## src/hw/rtl/etc1_pkg.sv

```systemverilog
// Shared types, constants and the modifier table of the ETC1 tiled block decoder.
`timescale 1ns / 1ps

package etc1_pkg;

  localparam int MAX_DIMENSION_DEF = 1024;
  localparam int DIM_W             = 11;
  localparam int COORD_W           = 10;
  localparam int CH_W              = 8;
  localparam int WORD_W            = 64;
  localparam int REG_IDX_W         = 2;
  localparam int QUEUE_DEPTH       = 2;

  localparam logic [REG_IDX_W-1:0] REG_IMAGE_WIDTH   = 2'd0;
  localparam logic [REG_IDX_W-1:0] REG_IMAGE_HEIGHT  = 2'd1;
  localparam logic [REG_IDX_W-1:0] REG_ALPHA_PRESENT = 2'd2;

  localparam logic [DIM_W-1:0] WIDTH_RESET  = 11'd8;
  localparam logic [DIM_W-1:0] HEIGHT_RESET = 11'd8;

  typedef struct packed {
    logic [DIM_W-1:0] image_width;
    logic [DIM_W-1:0] image_height;
    logic             alpha_present;
  } etc1_cfg_t;

  // One non-empty block as handed from the front to the back.
  typedef struct packed {
    logic [1:0][2:0][CH_W-1:0] base;      // [subblock][channel r,g,b]
    logic [1:0][2:0]           tab;       // modifier table per subblock
    logic                      flip;
    logic [31:0]               pix_bits;  // low word: selector and sign bits
    logic [WORD_W-1:0]         alphas;
    logic [COORD_W-1:0]        x0;
    logic [COORD_W-1:0]        y0;
    logic [1:0]                last_col;  // last visible column in the block
    logic [1:0]                last_row;  // last visible row in the block
  } etc1_cmd_t;

  function automatic logic [CH_W-1:0] mod_amount(input logic [2:0] tab, input logic sel);
    logic [CH_W-1:0] lo;
    logic [CH_W-1:0] hi;
    case (tab)
      3'd0: begin lo = 8'd2;  hi = 8'd8;   end
      3'd1: begin lo = 8'd5;  hi = 8'd17;  end
      3'd2: begin lo = 8'd9;  hi = 8'd29;  end
      3'd3: begin lo = 8'd13; hi = 8'd42;  end
      3'd4: begin lo = 8'd18; hi = 8'd60;  end
      3'd5: begin lo = 8'd24; hi = 8'd80;  end
      3'd6: begin lo = 8'd33; hi = 8'd106; end
      default: begin lo = 8'd47; hi = 8'd183; end
    endcase
    return sel ? hi : lo;
  endfunction

endpackage

```

## src/hw/rtl/etc1_front.sv

```systemverilog
// Front end: accepts blocks, decodes base colors, tracks tile position and clips.
`timescale 1ns / 1ps

module etc1_front #(
  parameter int MAX_DIMENSION = etc1_pkg::MAX_DIMENSION_DEF
) (
  input  logic                       clk,
  input  logic                       rst,
  input  etc1_pkg::etc1_cfg_t        cfg,
  input  logic                       in_valid,
  output logic                       in_ready,
  input  logic [etc1_pkg::WORD_W-1:0] color_word,
  input  logic [etc1_pkg::WORD_W-1:0] alpha_word,
  input  logic                       q_full,
  output logic                       q_push,
  output etc1_pkg::etc1_cmd_t        q_cmd
);
  import etc1_pkg::*;

  localparam int TILES_MAX = (MAX_DIMENSION + 7) / 8;
  localparam int TW        = (TILES_MAX > 1) ? $clog2(TILES_MAX) : 1;
  localparam int CW        = TW + 3;
  localparam int CMPW      = (CW > DIM_W) ? CW : DIM_W;

  function automatic logic [DIM_W-1:0] clamp_dim(input logic [DIM_W-1:0] v);
    logic [DIM_W-1:0] r;
    r = v;
    if (v == '0) r = DIM_W'(1);
    else if (int'(v) > MAX_DIMENSION) r = DIM_W'(MAX_DIMENSION);
    return r;
  endfunction

  // Smallest power of two not below ceil(d/8).
  function automatic logic [TW:0] pad_tiles(input logic [DIM_W-1:0] d);
    logic [DIM_W:0] t;
    logic [TW:0]    p;
    t = ({1'b0, d} + (DIM_W+1)'(7)) >> 3;
    p = '0;
    for (int i = TW; i >= 0; i--) begin
      if ((1 << i) >= int'(t)) p = (TW+1)'(1) << i;
    end
    return p;
  endfunction

  logic [TW-1:0]    tile_column;
  logic [TW-1:0]    tile_row;
  logic [1:0]       block_in_tile;

  logic [DIM_W-1:0] w_clamped;
  logic [DIM_W-1:0] h_clamped;
  logic [TW:0]      pad_w;
  logic [TW:0]      pad_h;
  logic [TW:0]      col_inc;
  logic [TW:0]      row_inc;
  logic [CW-1:0]    x0;
  logic [CW-1:0]    y0;
  logic [CMPW-1:0]  x_rem;
  logic [CMPW-1:0]  y_rem;
  logic             x_in;
  logic             y_in;
  logic             accept;

  assign w_clamped = clamp_dim(cfg.image_width);
  assign h_clamped = clamp_dim(cfg.image_height);
  assign pad_w     = pad_tiles(w_clamped);
  assign pad_h     = pad_tiles(h_clamped);

  assign x0 = {tile_column, block_in_tile[0], 2'b00};
  assign y0 = {tile_row, block_in_tile[1], 2'b00};

  assign x_in  = CMPW'(x0) < CMPW'(w_clamped);
  assign y_in  = CMPW'(y0) < CMPW'(h_clamped);
  assign x_rem = CMPW'(w_clamped) - CMPW'(x0);
  assign y_rem = CMPW'(h_clamped) - CMPW'(y0);

  assign in_ready = !q_full;
  assign accept   = in_valid && in_ready;
  // Drop blocks that lie wholly outside the image; the position still moves.
  assign q_push   = accept && x_in && y_in;

  always_comb begin
    logic [5:0]  hi;
    logic [4:0]  b5;
    logic [2:0]  d;
    logic [4:0]  s;
    logic [3:0]  n0;
    logic [3:0]  n1;
    q_cmd = '0;
    for (int ch = 0; ch < 3; ch++) begin
      hi = 6'(59 - 8 * ch);
      b5 = color_word[hi +: 5];
      d  = color_word[hi - 6'd3 +: 3];
      s  = b5 + {d[2], d[2], d};
      n0 = color_word[hi + 6'd1 +: 4];
      n1 = color_word[hi - 6'd3 +: 4];
      if (color_word[33]) begin
        q_cmd.base[0][ch] = {b5, b5[4:2]};
        q_cmd.base[1][ch] = {s, s[4:2]};
      end else begin
        q_cmd.base[0][ch] = {n0, n0};
        q_cmd.base[1][ch] = {n1, n1};
      end
    end
    q_cmd.tab[0]   = color_word[39:37];
    q_cmd.tab[1]   = color_word[36:34];
    q_cmd.flip     = color_word[32];
    q_cmd.pix_bits = color_word[31:0];
    q_cmd.alphas   = cfg.alpha_present ? alpha_word : {WORD_W{1'b1}};
    q_cmd.x0       = COORD_W'(x0);
    q_cmd.y0       = COORD_W'(y0);
    q_cmd.last_col = (x_rem >= CMPW'(4)) ? 2'd3 : (x_rem[1:0] - 2'd1);
    q_cmd.last_row = (y_rem >= CMPW'(4)) ? 2'd3 : (y_rem[1:0] - 2'd1);
  end

  assign col_inc = {1'b0, tile_column} + (TW+1)'(1);
  assign row_inc = {1'b0, tile_row} + (TW+1)'(1);

  always_ff @(posedge clk) begin
    if (rst) begin
      tile_column   <= '0;
      tile_row      <= '0;
      block_in_tile <= '0;
    end else if (accept) begin
      block_in_tile <= block_in_tile + 2'd1;
      if (block_in_tile == 2'd3) begin
        if (col_inc >= pad_w) begin
          tile_column <= '0;
          if (row_inc >= pad_h) tile_row <= '0;
          else tile_row <= row_inc[TW-1:0];
        end else begin
          tile_column <= col_inc[TW-1:0];
        end
      end
    end
  end

endmodule

```

## src/hw/rtl/etc1_queue.sv

```systemverilog
// Two-entry block queue between the front and back ends.
`timescale 1ns / 1ps

module etc1_queue (
  input  logic                clk,
  input  logic                rst,
  input  logic                push,
  input  etc1_pkg::etc1_cmd_t push_cmd,
  output logic                full,
  input  logic                pop,
  output logic                head_valid,
  output etc1_pkg::etc1_cmd_t head_cmd
);
  import etc1_pkg::*;

  localparam int PW = $clog2(QUEUE_DEPTH);

  etc1_cmd_t     entries [QUEUE_DEPTH];
  logic [PW-1:0] wr_ptr;
  logic [PW-1:0] rd_ptr;
  logic [PW:0]   count;

  assign full       = count == (PW+1)'(QUEUE_DEPTH);
  assign head_valid = count != '0;
  assign head_cmd   = entries[rd_ptr];

  always_ff @(posedge clk) begin
    if (push) entries[wr_ptr] <= push_cmd;
  end

  always_ff @(posedge clk) begin
    if (rst) begin
      wr_ptr <= '0;
      rd_ptr <= '0;
      count  <= '0;
    end else begin
      if (push) wr_ptr <= wr_ptr + PW'(1);
      if (pop) rd_ptr <= rd_ptr + PW'(1);
      case ({push, pop})
        2'b10:   count <= count + (PW+1)'(1);
        2'b01:   count <= count - (PW+1)'(1);
        default: count <= count;
      endcase
    end
  end

endmodule

```

## src/hw/rtl/etc1_back.sv

```systemverilog
// Back end: registers the head block's visible pixels out, one per cycle unless stalled.
`timescale 1ns / 1ps

module etc1_back (
  input  logic                clk,
  input  logic                rst,
  input  logic                head_valid,
  input  etc1_pkg::etc1_cmd_t head_cmd,
  output logic                pop,
  output logic                m_tvalid,
  input  logic                m_tready,
  output logic [55:0]         m_tdata,
  output logic                m_tlast
);
  import etc1_pkg::*;

  logic [1:0]         col;
  logic [1:0]         row;
  logic               load;
  logic               last_col_hit;
  logic               last_row_hit;
  logic [3:0]         k;
  logic               half;
  logic [15:0]        sel_bits;
  logic [15:0]        sign_bits;
  logic [CH_W-1:0]    amt;
  logic [2:0][CH_W-1:0] rgb;
  logic [3:0]         a4;
  logic [COORD_W-1:0] px;
  logic [COORD_W-1:0] py;

  assign load         = head_valid && (!m_tvalid || m_tready);
  assign last_col_hit = col == head_cmd.last_col;
  assign last_row_hit = row == head_cmd.last_row;
  assign pop          = load && last_col_hit && last_row_hit;

  assign sel_bits  = head_cmd.pix_bits[15:0];
  assign sign_bits = head_cmd.pix_bits[31:16];

  assign k    = {col, row};
  assign half = head_cmd.flip ? row[1] : col[1];
  assign amt  = mod_amount(head_cmd.tab[half], sel_bits[k]);
  assign a4   = head_cmd.alphas[{k, 2'b00} +: 4];
  assign px   = {head_cmd.x0[COORD_W-1:2], col};
  assign py   = {head_cmd.y0[COORD_W-1:2], row};

  always_comb begin
    logic signed [9:0] v;
    for (int ch = 0; ch < 3; ch++) begin
      if (sign_bits[k])
        v = $signed({2'b00, head_cmd.base[half][ch]}) - $signed({2'b00, amt});
      else
        v = $signed({2'b00, head_cmd.base[half][ch]}) + $signed({2'b00, amt});
      if (v < 0) rgb[ch] = 8'd0;
      else if (v > 10'sd255) rgb[ch] = 8'd255;
      else rgb[ch] = v[7:0];
    end
  end

  // Pixel walk: columns first, then rows, within the visible rectangle.
  always_ff @(posedge clk) begin
    if (rst) begin
      col <= '0;
      row <= '0;
    end else if (load) begin
      if (last_col_hit) begin
        col <= '0;
        row <= last_row_hit ? 2'd0 : row + 2'd1;
      end else begin
        col <= col + 2'd1;
      end
    end
  end

  always_ff @(posedge clk) begin
    if (rst) begin
      m_tvalid <= 1'b0;
    end else if (load) begin
      m_tvalid <= 1'b1;
    end else if (m_tready) begin
      m_tvalid <= 1'b0;
    end
  end

  always_ff @(posedge clk) begin
    if (load) begin
      m_tdata <= {4'b0000, a4, a4, rgb[2], rgb[1], rgb[0], py, px};
      m_tlast <= last_col_hit && last_row_hit;
    end
  end

endmodule

```

## src/hw/rtl/etc1_tiled_block_decoder_core.sv

```systemverilog
// Top level of the ETC1 tiled block decoder: configuration registers and front/queue/back.
`timescale 1ns / 1ps

// Usage:
// Slave stream s_*: one compressed 4x4 block per item, color word in the low
// 64 bits, alpha word above it. Blocks arrive in tile order (8x8 tiles of
// 2x2 blocks); the block keeps the position itself and wraps after the last
// tile row. Master stream m_*: one decoded pixel per item with its image
// coordinates; m_tlast marks the last pixel of a block. Pixels outside the
// image are not sent, and a block wholly outside sends nothing.
// Configuration: wr_en/wr_index/wr_data set image width (0), image height
// (1) and alpha present (2); write them only while the block is idle.
// Flow: a taken block is written into the queue, and its pixels are then
// registered into the output register. The back end sends one pixel per cycle
// while m_tready is high; a clipped block sends only its visible pixels, and a
// block outside the image is dropped at the front. A two-block queue lets the
// next blocks be taken while pixels drain.
// Reset (rst, synchronous): width and height 8, no alpha, position at tile 0,
// block 0, queue and output empty. When m_tready is low the output holds and
// the queue fills; s_tready falls once two blocks wait.
module etc1_tiled_block_decoder_core #(
  parameter int MAX_DIMENSION = etc1_pkg::MAX_DIMENSION_DEF
) (
  input  logic                          clk,
  input  logic                          rst,
  input  logic                          s_tvalid,
  output logic                          s_tready,
  input  logic [127:0]                  s_tdata,   // color_word[63:0], alpha_word[127:64]
  output logic                          m_tvalid,
  input  logic                          m_tready,
  output logic [55:0]                   m_tdata,   // pixel_x, pixel_y, red, green, blue, alpha
  output logic                          m_tlast,   // last_pixel
  input  logic                          wr_en,
  input  logic [etc1_pkg::REG_IDX_W-1:0] wr_index,
  input  logic [etc1_pkg::DIM_W-1:0]    wr_data
);
  import etc1_pkg::*;

  etc1_cfg_t cfg;
  etc1_cmd_t push_cmd;
  etc1_cmd_t head_cmd;
  logic      q_push;
  logic      q_full;
  logic      q_pop;
  logic      head_valid;

  always_ff @(posedge clk) begin
    if (rst) begin
      cfg.image_width   <= WIDTH_RESET;
      cfg.image_height  <= HEIGHT_RESET;
      cfg.alpha_present <= 1'b0;
    end else if (wr_en) begin
      case (wr_index)
        REG_IMAGE_WIDTH:   cfg.image_width   <= wr_data;
        REG_IMAGE_HEIGHT:  cfg.image_height  <= wr_data;
        REG_ALPHA_PRESENT: cfg.alpha_present <= wr_data[0];
        default: ;
      endcase
    end
  end

  etc1_front #(
    .MAX_DIMENSION(MAX_DIMENSION)
  ) u_front (
    .clk        (clk),
    .rst        (rst),
    .cfg        (cfg),
    .in_valid   (s_tvalid),
    .in_ready   (s_tready),
    .color_word (s_tdata[63:0]),
    .alpha_word (s_tdata[127:64]),
    .q_full     (q_full),
    .q_push     (q_push),
    .q_cmd      (push_cmd)
  );

  etc1_queue u_queue (
    .clk        (clk),
    .rst        (rst),
    .push       (q_push),
    .push_cmd   (push_cmd),
    .full       (q_full),
    .pop        (q_pop),
    .head_valid (head_valid),
    .head_cmd   (head_cmd)
  );

  etc1_back u_back (
    .clk        (clk),
    .rst        (rst),
    .head_valid (head_valid),
    .head_cmd   (head_cmd),
    .pop        (q_pop),
    .m_tvalid   (m_tvalid),
    .m_tready   (m_tready),
    .m_tdata    (m_tdata),
    .m_tlast    (m_tlast)
  );

endmodule

```

## config.mk

```make
export PLATFORM = sky130hd
export DESIGN_NAME = etc1_tiled_block_decoder_core
export DESIGN_NICKNAME = d
export VERILOG_FILES = /design/src/hw/rtl/etc1_pkg.sv /design/src/hw/rtl/etc1_front.sv /design/src/hw/rtl/etc1_queue.sv /design/src/hw/rtl/etc1_back.sv /design/src/hw/rtl/etc1_tiled_block_decoder_core.sv
export SDC_FILE = /design/constraint.sdc
export NUM_CORES = 1
export LEC_CHECK = 0
export ABC_CLOCK_PERIOD_IN_PS = 13300
export BUFFER_PORTS_ARGS = -buffer_cell sky130_fd_sc_hd__buf_2
export CORE_MARGIN = 2
export CORE_UTILIZATION = 33
export DETAILED_ROUTE_END_ITERATION = 8
export MAX_ROUTING_LAYER = met4
export PLACE_DENSITY = 0.48
export SETUP_SLACK_MARGIN = 0.15
export SLEW_MARGIN = 20
export SYNTH_ARGS = -nofsm -noshare
export SYNTH_HDL_FRONTEND = slang
export SYNTH_SLANG_ARGS = --single-unit
```

## constraint.sdc

```tcl
create_clock -name clk -period 13.3 [get_ports clk]
set_clock_uncertainty 0.05 [all_clocks]
set_input_delay 2.66 -clock clk [delete_from_list [all_inputs] [get_ports clk]]
set_output_delay 2.66 -clock clk [all_outputs]
set_load 0.05 [all_outputs]
```

* Word level (Yosys, flattened, before mapping) *
Memory sizes are Yosys's and may differ from the RTL's. A register that Yosys moved wholly into a read port is not among the register bits.
Cells that the tools add are included.

storage, ports and cells
  bits in registers = 101
  bits in latches = 0
  RAM bits = 342
  memory bits (read-only) = 0
  input port bits = 146
  output and inout port bits = 59
  word-level logic and storage cells = 170
  memories = 1

memory list
  name             depth  bits a word  rd ports  clocked after Yosys merged registers in  write ports  line              source
  u_queue.entries  2      171          1         1                                        1            etc1_queue.sv:18  etc1_cmd_t entries [QUEUE_DEPTH];

operators by class
  add/subtract/negate cells = 24
  $mul = 0
  divide/modulo/power cells = 0
  order comparisons = 32
  equal/unequal tests = 14
  shift operators = 1
  mux-type cells = 58
  bitwise logic cells = 0
  reduce and logical (&&, ||, !) cells = 23

operators by type and width
  operator                 number
  $mux W8                  23
  $mux W64                 1
  $shiftx A64 B7 Y4        1
  $pmux W8 S7              1
  $mux W24                 2
  $mux W11                 4
  $pmux W6 S7              1
  $gt A10 B9 Y1 const B    3
  $lt A10 B1 Y1 const B    3
  $mux W10                 3
  $add A8 B8 Y9            3
  $sub A8 B8 Y9            3
  $add A11 B3 Y12 const B  2
  $ge A11 B3 Y1 const B    2
  $gt A11 B11 Y1 const B   2
  $logic_not A11 Y1        2
  $lt A10 B11 Y1           2
  $sub A11 B10 Y11         2
  $ge A1 B9 Y1 const A     2
  $ge A2 B9 Y1 const A     2
  $ge A3 B9 Y1 const A     2
  $ge A4 B9 Y1 const A     2
  $ge A5 B9 Y1 const A     2
  $ge A6 B9 Y1 const A     2
  31 further kinds         80

* Longest topological paths before layout *
  depth after elaboration = 15
  mapped depth = 20

* By module *
From an unflattened synthesis, not the netlist that was laid out.

unflattened totals
  cells, all modules = 1839
  area, all modules = 23880.4 um2

modules (own cells, without submodules)
  module                         times used  cells an instance  area an instance (um2)
  etc1_queue                     1           566                12882.4
  etc1_back                      1           504                5277.6
  etc1_front                     1           679                4758.3
  etc1_tiled_block_decoder_core  1           90                 962.2

* Worst setup path after synthesis *
No wires, ideal clock.

  kind = input-to-reg
  from = in s_tvalid
  to = mem u_queue.entries[0][0] in the netlist's numbering, enable pin
  library setup time = 0.705 ns
  arrival = 10.561 ns
  data required time = 12.545 ns
  path slack = 1.984 ns
  stages on the path = 5
  buffers on the path = 0
  path through = nand2_1 > a211oi_1 > o211ai_1 > a311o_1 > nor2_1

on the way
  word-level cells in the longest chain between the ends = 5

RTL lines
  what                               line                                 source
  start, declared                    etc1_tiled_block_decoder_core.sv:26  input logic s_tvalid,
  $logic_and A1 B1 Y1                etc1_front.sv:77                     assign accept = in_valid && in_ready;
  $logic_and A1 B1 Y1 (2 in series)  etc1_front.sv:79                     assign q_push = accept && x_in && y_in;
  $mux W1                            etc1_queue.sv:28                     if (push) entries[wr_ptr] <= push_cmd;
  $mux W1 (not written as such)      etc1_queue.sv:28
  end, declared                      etc1_queue.sv:18

Every way passes these cells.

==> out/qor.txt <==
status: completed
CTS tree: built
final global-route overflow total: 0
reg-to-reg endpoint: u_back.m_tdata[41]$_SDFFCE_PP0P_
CORE AREA: 66100 µm²
WHS: 423.9 ps
crit-path cells: buf_4 -> mux2i_1 -> mux2i_4 -> buf_4 -> mux4_2 -> and2b_1 -> nor2_1 -> a22o_1 -> ha_1 -> inv_1 -> fa_1 -> nor2b_1 -> o21ai_0 -> nand3_1 -> a21o_1 -> a21o_1 -> a211oi_1 -> o21ai_0
DR WL/cell: 19.35 µm
first-pass GRT wire length: 82.70 mm
Worst setup SP type: register
crit path time final: 6319 ps
antenna violations before repair: 5
I/O Pins: 205
fin cells: 2740
drt initial violations: 773
PortBufs: 200
Post-Syn Instances: 1645
drt total wl: 53.03 mm
cts bufs inserted: 49
area of the multi-input gates: 8811 µm²
commonest non-fill, non-tap cell in the layout: edfxtp_1
Max FO, Critical Path: 44
Post-synth EDFFs: 391
CTS Buffer Depth: 3
# placed instances: 2650
Max Cap Violations: 0
setup violators final: 0
synth warn: 0
RSZ-0062 raised after global routing: false
Root Buffer: clkbuf_16
Synth Register Bits: 440
DP Area: 24070 µm²
Setup WS post-layout: 6981 ps
Final Slew Violations: 0
crit path DAT: 6570 ps
Least-Margin Pin Slew: 1160 ps
HP Class: register to register
Mapped Area: 22150 µm²
htree depth: 2
Fmax: 158.3 MHz
Avg Cell Area, Syn: 13.47 µm²
Leak Pwr: 9.129 nW
via count: 13.68k
# DRC: 0
starting density of the core: 0.3352
Max-slew headroom: 0.2265
Initial DRT Pass Iterations: 5
PnR Total Power: 3.938 mW
vias in the first global route: 14.05k
Synth Flop Type: edfxtp_1
Slowest Stage Delay on Critical Path: 700 ps
post_cts resized: 0
post-layout util: 0.3878
clock-pin transition on the worst setup and hold timing paths: 60 ps
total negative setup slack: 0 ps
GRT Resource Usage Total: 0.1574
worst path required time: 13560 ps
Seq. cell area: 12730 µm²
ys async rst share: 0
placed wire-length estimate: 36.55 mm
antenna viol nets, final: 0
fin crit share: 0.4751
dpl ws: 6828 ps
Power Density: 153.6 nW/µm²
Critical Path Sink Type: register
Clock Latency Late Sink: 600 ps
synth top area cells: edfxtp_1 (53%), mux4_2 (8.3%), ha_1 (5.5%), dfxtp_1 (4.4%), nand2b_1 (2.6%)
Die Footprint: 69220 µm²
largest area contributor in the netlist: edfxtp_1
post-synth top area share: 0.5300
WS Path Type: register to register
Layout area overhead: 15.71%
final hold viol count: 0
Netlist cell types: 74
row count: 94
Filler Cells Inserted: 6328
GPL Wtd Cong: 0.8505
Final Net Count: 2093
Die H: 263.1 µm
die extent in x: 263.1 µm
clk sink count: 440
design area: 25630 µm²
Slowest cell on crit path: buf_4
Post-CTS Setup Inserts: 0
sequential area share after synthesis: 0.5743
worst reg2reg setup slack: 6980 ps
share of cells above drive strength 1: 0.2277
commonest non-fill, non-tap cells in the layout: edfxtp_1 (391), buf_2 (199), nor2_1 (98), ha_1 (98), nand2b_1 (92)
R2R cell count: 18
hold_buf cts: 0
Peak VDD IR: 0.1040 mV
largest net degree at the start of global routing: 171
drt via density: 4.993
termination of the worst setup path: u_back.m_tdata[41]$_SDFFCE_PP0P_
## how the worst min path moves through the flow
stage / startpoint / end / slack, ps / depth (start not counted)
after floorplan: u_back.row[1]$_SDFFE_PP0P_ / u_back.m_tdata[11]$_DFFE_PP_ / 350 / 0
after detailed placement: u_back.row[0]$_SDFFE_PP0P_ / u_back.row[0]$_SDFFE_PP0P_ / 410 / 2
after global routing: u_back.row[0]$_SDFFE_PP0P_ / u_back.row[0]$_SDFFE_PP0P_ / 450 / 2
after CTS: u_back.row[0]$_SDFFE_PP0P_ / u_back.row[0]$_SDFFE_PP0P_ / 430 / 2
final: u_back.row[0]$_SDFFE_PP0P_ / u_back.row[0]$_SDFFE_PP0P_ / 420 / 2
after global placement: u_back.row[0]$_SDFFE_PP0P_ / u_back.row[0]$_SDFFE_PP0P_ / 400 / 2
## layout make-up
class / instances / area share
repair buffers: 215 / 0.04500
flip-flops and latches: 440 / 0.4965
well taps: 864 / 0.04217
multi-input cells: 1046 / 0.3437
inverters: 86 / 0.01259
clock inverters: 22 / 0.009176
diodes: 1 / 0.00009762
clock buffers: 66 / 0.05071
## cells by family (layout without fill, tap and decap cells)
| logic type | Yosys count | count (layout) | synth area share |
|---|---|---|---|
| flip-flops | 440 | 440 | 0.5743 |
| XOR/XNOR | 67 | 67 | 0.02649 |
| AO/OA/AOI/OAI | 276 | 276 | 0.07879 |
| buffers and inverters | 162 | 389 | 0.03084 |
| other | 1 | 5 | 0.0001693 |
| multiplexers | 166 | 166 | 0.1243 |
| AND/OR/NAND/NOR | 424 | 424 | 0.09985 |
| adder cells (fa/ha/maj) | 109 | 109 | 0.06529 |
## Yosys cell counts, types with 5 or more instances
cell type  number
a21oi_1        81
mux2i_1        42
nand3_1        38
xnor2_1        51
buf_1           7
o41ai_1         5
o21bai_1       13
nor2b_1        29
a21o_1         21
nor4_1          6
nand3b_1        6
xor2_1         16
nand2b_1       92
mux4_2         82
o21a_1          9
o22ai_1         5
nor3_1         22
and3_1          6
or2_2           8
o21ai_0        74
buf_2           9
ha_1           98
a211oi_1       16
clkbuf_1       46
edfxtp_1      391
dfxtp_1        49
nand2_1        72
mux2_2         40
nand4_1         5
buf_4          11
fa_1           11
or3_1          11
inv_1          85
nor2_1        100
## metal layers
metal | GRT usage | routed length [µm]
met2 | 0.2608 | 26150
met5 | - | 0
met4 | 0.03645 | 1013
met3 | 0.02619 | 1922
met1 | 0.2022 | 23940
## flip-flops by register name (all words and copies together), names as in the netlist, named ones only
signal / cells
u_back.row: 2
cfg: 23
u_front.tile_column: 7
u_back.m_tdata: 48
u_queue.wr_ptr: 1
u_back.col: 2
u_queue.entries: 342
u_back.m_tlast: 1
u_front.block_in_tile: 2
u_front.tile_row: 7
u_back.m_tvalid: 1
u_queue.rd_ptr: 1
u_queue.count: 2
## worst max-delay path: cells and delay by family, from the launching register on
family          cells  cell delay [ps]
compound gates      6             1790
mux                 3             1140
flops               1              550
buf+inv             3             1160
fa+ha+maj           2              600
simple gates        4              680
## power breakdown
part	leakage (nW)	internal, mW	switching, mW
Sequential	3.98	1.69	0.0407
Clock	0.737	0.748	0.556
Combinational	4.41	0.318	0.586
Total	9.13	2.76	1.18
No activity file was read; power rests on OpenSTA's default activity.
